<file path="config.mk">
export PLATFORM = sky130hd
export DESIGN_NAME = sgr_echo_line_recognizer_core
export DESIGN_NICKNAME = d
export VERILOG_FILES = /design/src/design/sgrel_pkg.sv /design/src/design/sgrel_step.sv /design/src/design/sgr_echo_line_recognizer_core.sv
export SDC_FILE = /design/constraint.sdc
export NUM_CORES = 1
export LEC_CHECK = 0
export BUFFER_PORTS_ARGS = -buffer_cell sky130_fd_sc_hd__buf_2
export CAP_MARGIN = 20
export CORE_MARGIN = 1
export CORE_UTILIZATION = 50
export CTS_BUF_LIST = sky130_fd_sc_hd__clkbuf_4 sky130_fd_sc_hd__clkbuf_8
export DETAILED_ROUTE_END_ITERATION = 6
export PLACE_DENSITY = 0.78
export SKIP_LAST_GASP = 1
export SYNTH_ARGS = -nofsm -noshare
export SYNTH_HDL_FRONTEND = slang
export SYNTH_SLANG_ARGS = --single-unit
</file>
<file path="constraint.sdc">
create_clock -name clk_i -period 4.56 [get_ports clk_i]
set_clock_uncertainty 0.2 [all_clocks]
set_input_delay 0.912 -clock clk_i [delete_from_list [all_inputs] [get_ports clk_i]]
set_output_delay 0.912 -clock clk_i [all_outputs]
set_load 0.01 [all_outputs]
</file>
<file path="src/design/sgrel_pkg.sv">
// types and constants shared by the sgr echo line recognizer
`timescale 1ns / 1ps
package sgrel_pkg;

  // parse phase, one-hot
  typedef enum logic [7:0] {
    PH_OPEN_ESC     = 8'b0000_0001,
    PH_OPEN_LB      = 8'b0000_0010,
    PH_OPEN_PARAMS  = 8'b0000_0100,
    PH_CONTENT      = 8'b0000_1000,
    PH_CLOSE_LB     = 8'b0001_0000,
    PH_CLOSE_PARAMS = 8'b0010_0000,
    PH_TRAILING     = 8'b0100_0000,
    PH_FAILED       = 8'b1000_0000
  } phase_e;

  typedef logic [3:0] prefix_t;

  typedef struct packed {
    phase_e  phase;
    prefix_t prefix;
  } parse_state_t;

  localparam logic [7:0] EscByte = 8'h1b;

  // opening parameter prefix codes
  localparam prefix_t PfxEmpty    = 4'd0;
  localparam prefix_t Pfx3        = 4'd1;
  localparam prefix_t Pfx36       = 4'd2;
  localparam prefix_t Pfx36Semi   = 4'd3;
  localparam prefix_t Pfx36Semi1  = 4'd4;
  localparam prefix_t Pfx1        = 4'd5;
  localparam prefix_t Pfx1Semi    = 4'd6;
  localparam prefix_t Pfx1Semi3   = 4'd7;
  localparam prefix_t Pfx1Semi36  = 4'd8;

  // closing parameter prefix codes
  localparam prefix_t PfxClose0   = 4'd1;
  localparam prefix_t PfxClose3   = 4'd2;
  localparam prefix_t PfxClose39  = 4'd3;

  localparam prefix_t PrefixDead  = 4'd15;

  localparam parse_state_t ParseReset = '{phase: PH_OPEN_ESC, prefix: PfxEmpty};

endpackage

</file>
<file path="src/design/sgrel_step.sv">
// next parse state for one byte of a line
`timescale 1ns / 1ps
module sgrel_step import sgrel_pkg::*; (
  input  parse_state_t cur_i,
  input  logic         byte_present_i,
  input  logic [7:0]   text_byte_i,
  output parse_state_t nxt_o
);

  function automatic prefix_t open_next(input prefix_t p, input logic [7:0] c);
    prefix_t r;
    r = PrefixDead;
    case (p)
      PfxEmpty:  r = (c == "3") ? Pfx3 : ((c == "1") ? Pfx1 : PrefixDead);
      Pfx3:      r = (c == "6") ? Pfx36 : PrefixDead;
      Pfx36:     r = (c == ";") ? Pfx36Semi : PrefixDead;
      Pfx36Semi: r = (c == "1") ? Pfx36Semi1 : PrefixDead;
      Pfx1:      r = (c == ";") ? Pfx1Semi : PrefixDead;
      Pfx1Semi:  r = (c == "3") ? Pfx1Semi3 : PrefixDead;
      Pfx1Semi3: r = (c == "6") ? Pfx1Semi36 : PrefixDead;
      default:   r = PrefixDead;
    endcase
    return r;
  endfunction

  function automatic prefix_t close_next(input prefix_t p, input logic [7:0] c);
    prefix_t r;
    r = PrefixDead;
    case (p)
      PfxEmpty:  r = (c == "0") ? PfxClose0 : ((c == "3") ? PfxClose3 : PrefixDead);
      PfxClose3: r = (c == "9") ? PfxClose39 : PrefixDead;
      default:   r = PrefixDead;
    endcase
    return r;
  endfunction

  logic    is_param;
  logic    ws_byte;
  prefix_t open_n;
  prefix_t close_n;

  assign is_param = (text_byte_i inside {["0":"9"], ";"});
  assign ws_byte  = (text_byte_i inside {" ", 8'h09, 8'h0d, 8'h0a});
  assign open_n   = open_next(cur_i.prefix, text_byte_i);
  assign close_n  = close_next(cur_i.prefix, text_byte_i);

  always_comb begin
    nxt_o = cur_i;
    if (byte_present_i) begin
      case (cur_i.phase)
        PH_OPEN_ESC: begin
          nxt_o.phase = (text_byte_i == EscByte) ? PH_OPEN_LB : PH_FAILED;
        end
        PH_OPEN_LB: begin
          if (text_byte_i == "[") begin
            nxt_o.phase  = PH_OPEN_PARAMS;
            nxt_o.prefix = PfxEmpty;
          end else begin
            nxt_o.phase = PH_FAILED;
          end
        end
        PH_OPEN_PARAMS: begin
          if (text_byte_i == "m") begin
            nxt_o.phase  = (cur_i.prefix inside {Pfx36Semi1, Pfx1Semi36}) ? PH_CONTENT
                                                                           : PH_FAILED;
            nxt_o.prefix = PfxEmpty;
          end else if (is_param) begin
            if (open_n == PrefixDead) nxt_o.phase = PH_FAILED;
            else nxt_o.prefix = open_n;
          end else begin
            nxt_o.phase = PH_FAILED;
          end
        end
        PH_CONTENT: begin
          if (text_byte_i == EscByte) nxt_o.phase = PH_CLOSE_LB;
        end
        PH_CLOSE_LB: begin
          if (text_byte_i == "[") begin
            nxt_o.phase  = PH_CLOSE_PARAMS;
            nxt_o.prefix = PfxEmpty;
          end else begin
            nxt_o.phase = PH_FAILED;
          end
        end
        PH_CLOSE_PARAMS: begin
          if (text_byte_i == "m") begin
            nxt_o.phase  = (cur_i.prefix inside {PfxEmpty, PfxClose0, PfxClose39})
                           ? PH_TRAILING : PH_FAILED;
            nxt_o.prefix = PfxEmpty;
          end else if (is_param) begin
            if (close_n == PrefixDead) nxt_o.phase = PH_FAILED;
            else nxt_o.prefix = close_n;
          end else begin
            nxt_o.phase = PH_FAILED;
          end
        end
        PH_TRAILING: begin
          if (!ws_byte) nxt_o.phase = PH_FAILED;
        end
        default: begin
          nxt_o.phase = PH_FAILED;
        end
      endcase
    end
  end

endmodule

</file>
<file path="src/design/sgr_echo_line_recognizer_core.sv">
// top level of the sgr echo line recognizer
`timescale 1ns / 1ps
// path: each item passes through the input register and the parse step; a line's verdict
//   is then held in the result register until it is taken
// throughput: one item per cycle, set by the single phase/prefix update per cycle;
//   a line end waits only while the previous verdict is still untaken
// reset: rst_ni clears both registers' valid flags and the parse state to
//   "expect opening escape" with an empty parameter prefix
module sgr_echo_line_recognizer_core import sgrel_pkg::*; (
  input  logic       clk_i,
  input  logic       rst_ni,
  input  logic       in_valid_i,
  output logic       in_ready_o,
  input  logic       byte_present_i,
  input  logic [7:0] text_byte_i,
  input  logic       end_of_line_i,
  output logic       out_valid_o,
  input  logic       out_ready_i,
  output logic       line_matches_o
);

  // input register
  logic         in_valid_q;
  logic         present_q;
  logic [7:0]   byte_q;
  logic         eol_q;

  // parse state of the current line
  parse_state_t state_q, state_d;
  parse_state_t step_nxt;

  // result register
  logic         out_valid_q, out_valid_d;
  logic         match_q, match_d;

  logic         advance;

  // an item leaves the input register unless it ends a line and the
  // result register is still holding an untaken verdict
  assign advance    = in_valid_q & (~eol_q | ~out_valid_q | out_ready_i);
  assign in_ready_o = ~in_valid_q | advance;

  sgrel_step u_step (
    .cur_i          (state_q),
    .byte_present_i (present_q),
    .text_byte_i    (byte_q),
    .nxt_o          (step_nxt)
  );

  // the state returns to reset at every line end
  always_comb begin
    state_d = state_q;
    if (advance) begin
      state_d = eol_q ? ParseReset : step_nxt;
    end
  end

  always_comb begin
    out_valid_d = out_valid_q & ~out_ready_i;
    match_d     = match_q;
    if (advance && eol_q) begin
      out_valid_d = 1'b1;
      match_d     = (step_nxt.phase == PH_TRAILING);
    end
  end

  always_ff @(posedge clk_i or negedge rst_ni) begin
    if (!rst_ni) begin
      in_valid_q  <= 1'b0;
      state_q     <= ParseReset;
      out_valid_q <= 1'b0;
    end else begin
      if (in_ready_o) in_valid_q <= in_valid_i;
      state_q     <= state_d;
      out_valid_q <= out_valid_d;
    end
  end

  // payload registers, no reset needed
  always_ff @(posedge clk_i) begin
    if (in_ready_o && in_valid_i) begin
      present_q <= byte_present_i;
      byte_q    <= text_byte_i;
      eol_q     <= end_of_line_i;
    end
    match_q <= match_d;
  end

  assign out_valid_o    = out_valid_q;
  assign line_matches_o = match_q;

endmodule

</file>
==> summary.md, run 1 <==
| Metric | Value |
|---|---|
| Initial antenna violation count | 0 |
| Largest family of logic cells by synthesized area | simple AND/OR/NAND/NOR gates |
| Adder-cell share of the synthesized area | 0% |
| Avg Cell Area, Syn | 8.997 sq um |
| Max Transition Viols Final | 0 |
| TritonCTS clock tree | built |
| Post-Syn Area | 1889 sq um |
| Yosys reg bits | 25 |
| Hold Path Class | primary input to asynchronous set/reset pin |
| Asr flop ratio synth | 56.00% |
| Syn nets | 224 |
| RSZ-0062 raised after global routing | no |
| Pwr Total | 0.0006064 W |
| Fill count | ~330 |
| Std cell rows | 21 |
| Critical path class | flop to flop |
| Period utilization | 64.73% |
| Crit path max fanout | 9 |
| Vias/cell | 6.269 |
| Setup TNS | 0 ns |
| Synth Area in Simple Gates | 30.73% |
| Worst-Margin Slew | 0.6352 ns |
| Nature of the critical path startpoint | flop |
| Grt total ovfl | 0 |
| Initial drt markers | 80 |
| Post-synth top area share | 17.48% |
| Vias | between 1.5k and 2k |
| Post-route ant nets | 0 |
| Hold Violations, Final | 0 |
| WL final | just over 4000 microns |
| Layout Nets | around 230 |
| Core area | around 3500 sq um |
| Static leakage power | 0.7594 nW |
| Area of the die | 4028 sq um |
| Clock slew at reported path FFs | 0.09 ns |
| Cell accounting for the most synthesized area | edfxtp_1 |
| DRT Pass-1 Iters | 4 |
| Antenna fix cells | 0 |
| WP data required | 4.53 ns |
| Clk_lat worst skew | around 0.27 ns |
| Crit path time final | roughly 3.0 ns |
| Setup violators final | 0 |
| Hpwl dp | 3066 microns |
| Overall die width | 63.47 microns |
| Layout cell share with drive strength beyond 1 | 14.95% |
| Synth Area in XOR/XNOR | 2.781% |
| First-pass GRT wire length | 6755 microns |
| Synth top area cells | edfxtp_1 17%, dfrtp_1 17%, nand2_1 3.4% |
| DRC | 0 |
| Compound-Gate Fraction of Synth Area | about a fifth |
| Hold Buf Count CTS | 0 |
| Sinks on Clock Net | 25 |
| Yosys warning count | 0 |
| Outcome | finished, final reports clean |
| Seq/Total Area, Yosys | 36.09% |
| H-tree depth | 1 |
| P&R area growth vs syn | 5.629% |
| Die H | between 60 and 70 microns |
| # Post-CTS Setup Buffers | 0 |
| CTS Buffer Depth | 2 |
| Slew Limit Headroom | roughly 57% |
| Max-cap violations | 0 |
| Largest net degree at the start of global routing | 15 |
| Arrival @ worst endpoint | 2.92 ns |
| Post-CTS sizing | 0 |
| Commonest cells in the netlist | 17 x nand2_1, 17 x nor2_1, 13 x dfrtp_1 |
| I/O Pins | 17 |
| Post-synth cell types | 59 |
| Initial Utilization | 54.47% |
| Post-synth EDFFs | 11 |
| Crit path capture type | flop |
| Main flop type after synthesis | dfrtp_1 |
| GR Util All Layers | 21.86% |
| IO Port Bufs | 16 |
| Maximum vdd drop | 0.0001856 V |
| Routed wire per std cell | between 15 and 20 microns |
| Routability congestion estimate | 0.8980 |
| Fmax | 338.8 MHz |
| Pwr dens | 303.8 nW/um^2 |
| Vias in the first global route | 1413 |
| Post-Synthesis Cells | between 200 and 250 |
| Root buffer cell | clkbuf_8 |
| Total clock buffers created by CTS | 3 |
| Mux cell area share after synthesis | 4.503% |
## layout by cell type, fill, tap and decap left out, types with 3 or more instances in the layout
cell,instances
nand2b_1,6
o21ai_0,10
o31ai_1,4
nor3_1,5
nor2b_1,3
nand3_1,11
nand4_1,3
o211ai_1,6
a211oi_1,4
inv_1,6
nand2_1,17
dfrtp_1,13
nor2_1,17
clkbuf_8,3
a22o_1,5
mux2i_1,4
xor2_1,5
buf_2,16
a21oi_1,6
o21a_1,3
edfxtp_1,11
nand4b_1,5
nor4_1,6
## where the power goes
| group | internal (W) | switching (W) | total (W) | leakage [nW] |
|---|---|---|---|---|
| Combinational | 0.0000715 | 0.0000967 | 0.000168 | 0.445 |
| Sequential | 0.000257 | 0.0000460 | 0.000303 | 0.289 |
| Clock | 0.0000613 | 0.0000736 | 0.000135 | 0.0255 |
## logic make-up (layout without fill, tap and decap cells)
logic type,count (synthesis),count (layout)
AOI/OAI and AO/OA,54,54
buffers and inverters,22,26
xor gates and xnor gates,6,6
muxes,8,8
DFF,25,25
and+or+nand+nor,95,95
## sequential cells by signal (all words and copies together) (netlist names)
signal,flops
eol_q,1
present_q,1
out_valid_o,1
state_q,12
line_matches_o,1
byte_q,8
in_valid_q,1
## worst max-delay path, cell delays in order, from the launching register on
cell	delay [ns]
edfxtp_1	0.43
nand4bb_1	0.49
nor4b_1	0.52
o21ai_1	0.15
o31ai_2	0.32
a21boi_1	0.13
o21ai_2	0.23
mux2_2	0.36
## worst paths after layout
path | startpoint | to | slack (ns) | cells past startpoint
hold reg to reg | state_q[4] | state_q[4] | 0.38 | 2
min in group clk_i | state_q[4] | state_q[4] | 0.38 | 2
setup / recovery | byte_q[6] | state_q[3] | 1.61 | 7
max in group asynchronous | rst_ni | state_q[4] | 3.57 | 1
setup reg to reg | byte_q[6] | state_q[3] | 1.61 | 7
hold / removal | rst_ni | state_q[2] | 0.31 | 1
## cell type report
type                       instances  area (sq um)  area share, %
multi-input combinational        163          1107          55.49
sequential                        25         681.9          34.17
timing repair buffer              16         80.08          4.013
tap                               46         57.56          2.884
clock buffer                       3         41.29          2.069
inverter                           6         22.52          1.129
clock inverter                     1         5.005         0.2508
## per-stage QoR
stage               worst slack [ns]  utilization [%]  cell area, sq um  std cells  hold WS, ns
floorplan                      2.172                -              1889        210       0.3410
global route                   1.417            57.54              1996        260       0.3344
finish                         1.608            57.54              1996        260       0.3100
detailed placement             1.667            56.20              1949        256       0.3699
global placement               1.787            56.20              1949        256       0.3513
CTS                            1.653            57.54              1996        260       0.3227
## per-layer routing
metal	global-route usage, %	vias up	part of all wire (%)
met3	2.717	5	5.0
met2	35.11	59	46
met5	0	-	0
li1	-	803	-
met1	30.48	763	47
met4	6.818	0	1.2
No activity file was read; power rests on OpenSTA's default activity.
==> inputs of run 2 (changes only) <==
- PLACE_DENSITY: 0.78 -> 0.81
- clock period: 4.56 -> 2.7 ns (I/O delays scaled with it)
==> run 2 against run 1 <==
Fmax up 14%. First-iteration DRC count up 63%. Non-clock buffer count up 25. Hold slack worse by 0.071 ns. Global-route usage up 1.8 points. Final area up 10%. Sequential power up 61%. Flip-flop and latch count unchanged. Critical endpoint is now state_q[2].
==> summary.md, run 2 (synthesis results as in run 1) <==
| Metric | Value |
|---|---|
| Outcome | finished, final reports clean |
| Sinks on Clock Net | 25 |
| Psw | 0.0003737 W |
| RSZ-0062 raised after global routing | yes |
| TritonCTS clock tree | built |
| Hold Violations, Final | 0 |
| Grt total ovfl | 0 |
| Reg2Reg Depth | 7 |
| GR Util All Layers | 23.65% |
| Setup TNS | 0 ns |
| Crit path capture type | flop |
| Period utilization | 96.26% |
| Static leakage power | 0.8853 nW |
| Maximum vdd drop | 0.0002923 V |
| Layout cell share with drive strength beyond 1 | 24.27% |
| Crit path max fanout | 9 |
| Antenna fix cells | 0 |
| Setup violators final | 0 |
| Initial antenna violation count | 0 |
| Initial drt markers | 130 |
| Slew Limit Headroom | 65.98% |
| Total clock buffers created by CTS | 3 |
| Register area | 681.9 sq um |
| Critical path class | flop to flop |
| Placed Cells | 269 |
| First-pass GRT wire length | between 7000 and 8000 microns |
| Layout Nets | roughly 250 |
| Hold Path Origin | byte_present_i |
| FF-to-FF End | state_q[2] |
| Max FFs per register | 12 |
| IO Port Bufs | 16 |
| Clock network power share | 21.3% |
| Part of the power in registers | 45.0% |
| WP data required | 2.65 ns |
| Most common cell after layout, fill and taps aside | buf_4 |
| Routability congestion estimate | 0.9578 |
| Fmax | 384.8 MHz |
| DRC | 0 |
| Max-cap violations | 0 |
| Biggest regs | state_q (12), byte_q (8) |
| Worst Hold Depth | 1 |
| Vias in the first global route | about 1.6k |
| Largest net degree at the start of global routing | 15 |
| Crit path time final | approximately 2.6 ns |
| Clock slew at reported path FFs | around 0.090 ns |
| Worst-Margin Slew | 0.5103 ns |
| Combinational power share | 33.7% |
| CTS Buffer Depth | 2 |
| Routed wire per std cell | 15.94 microns |
| WL final | about 4500 microns |
| Clk_lat worst skew | about 0.27 ns |
| Post-route ant nets | 0 |
| H-tree depth | 1 |
| Overall die width | 63.47 microns |
| Commonest cells after routing, fill and taps aside | 23 x buf_4, 17 x nor2_1, 17 x nand2_1 |
| Count of non-filler cells in the finished layout | around 290 |
| WHS Endpoint | present_q |
| Std cell rows | 21 |
| R2r setup slk | roughly 0.10 ns |
| Pwr Total | about 0.0011 W |
| Hpwl dp | approximately 3300 microns |
| Int Pwr | 0.0007128 W |
| Fill count | 311 |
| Vias/cell | 6.246 |
| P&R area growth vs syn | 16.62% |
| Nature of the critical path startpoint | flop |
| Max Transition Viols Final | 0 |
| Fin worst setup slack | 0.1011 ns |
| Root buffer cell | clkbuf_8 |
| DRT Pass-1 Iters | 4 |
| Pwr dens | 493.1 nW/um^2 |
| Biggest register | state_q |
| Arrival @ worst endpoint | 2.55 ns |
| Worst R2R Start | byte_q[3] |
| Area of the multi-input gates | between 1000 and 1500 sq um |
| Initial Utilization | between 50% and 60% |
| Core area | about 3500 sq um |
| Die H | 63.47 microns |
| Hold Path Class | primary input to flop |
| Area of the die | 4028 sq um |
| Post-place setup slack | 0.03444 ns |
| Vias | around 1.8k |
| I/O Pins | 17 |
| Sw Share | 34.40% |
==> run 2: cell types whose count changed in the layout (fill, tap and decap cells not counted), sizes merged <==
cell,previous run,this run
clkinv,1,0
buf,16,40
clkbuf,3,4
dlygate4sd3,0,1
==> run 2: cell type report <==
cell class	instances	area share [%]
timing repair buffer	41	12.44
inverter	6	1.022
multi-input combinational	163	50.77
clock buffer	4	2.215
sequential	25	30.95
tap	46	2.612
==> run 2: worst max-delay path by stage <==
| stage | startpoint | end | slack, ns |
|---|---|---|---|
| 6_report | byte_q[3] | state_q[2] | 0.10 |
| 5_1_grt | byte_q[3] | state_q[3] | -0.04 |
| 4_1_cts | byte_q[2] | state_q[2] | 0.002 |
| 3_5_place_dp | byte_q[2] | state_q[2] | 0.03 |
| 3_3_place_gp | byte_q[2] | state_q[3] | 0.1 |
| 2_1_floorplan | byte_q[6] | state_q[2] | 0.31 |
==> run 2: routing by layer <==
metal  routed length (microns)  track usage [%]  vias to the layer above
met5                         0                0                        -
met4                       117            8.239                        0
met3                       317            3.261                       16
met2                      2205            38.96                       92
met1                      1901            31.54                      819
li1                          -                -                      853
==> run 2: repair_timing <==
item | CTS | global route
hold buffers | 1 | 0
setup endpoints to repair | 0 | 5
endpoints found under the hold margin | 13 | 0
buffers inserted | 0 | 11
gates resized for setup | 0 | 3
==> run 2: metrics by stage <==
step / cell area, sq um / utilization, % / hold WS (ns)
floorplan: 1889 / - / 0.04441
global placement: 2047 / 59.02 / 0.2478
detailed placement: 2047 / 59.02 / 0.2583
CTS: 2106 / 60.71 / 0.2406
global route: 2203 / 63.53 / 0.2347
finish: 2203 / 63.53 / 0.2391
==> run 2: power by group through the flow <==
| stage | logic [W] | registers [W] | clock network (W) |
|---|---|---|---|
| after floorplan | 0.000273 | 0.000459 | 0 |
| after global placement | 0.000320 | 0.000496 | 0 |
| after detailed placement | 0.000326 | 0.000496 | 0 |
| after CTS | 0.000330 | 0.000489 | 0.000233 |
| after global routing | 0.000405 | 0.000497 | 0.000246 |
| final | 0.000366 | 0.000489 | 0.000232 |
==> run 2: critical path, stage by stage (launching register included) <==
cell,delay [ns]
edfxtp_1,0.54
buf_4,0.22
nor4_4,0.32
o32ai_2,0.14
o31ai_2,0.35
a21boi_1,0.13
o21ai_2,0.23
mux2_2,0.36
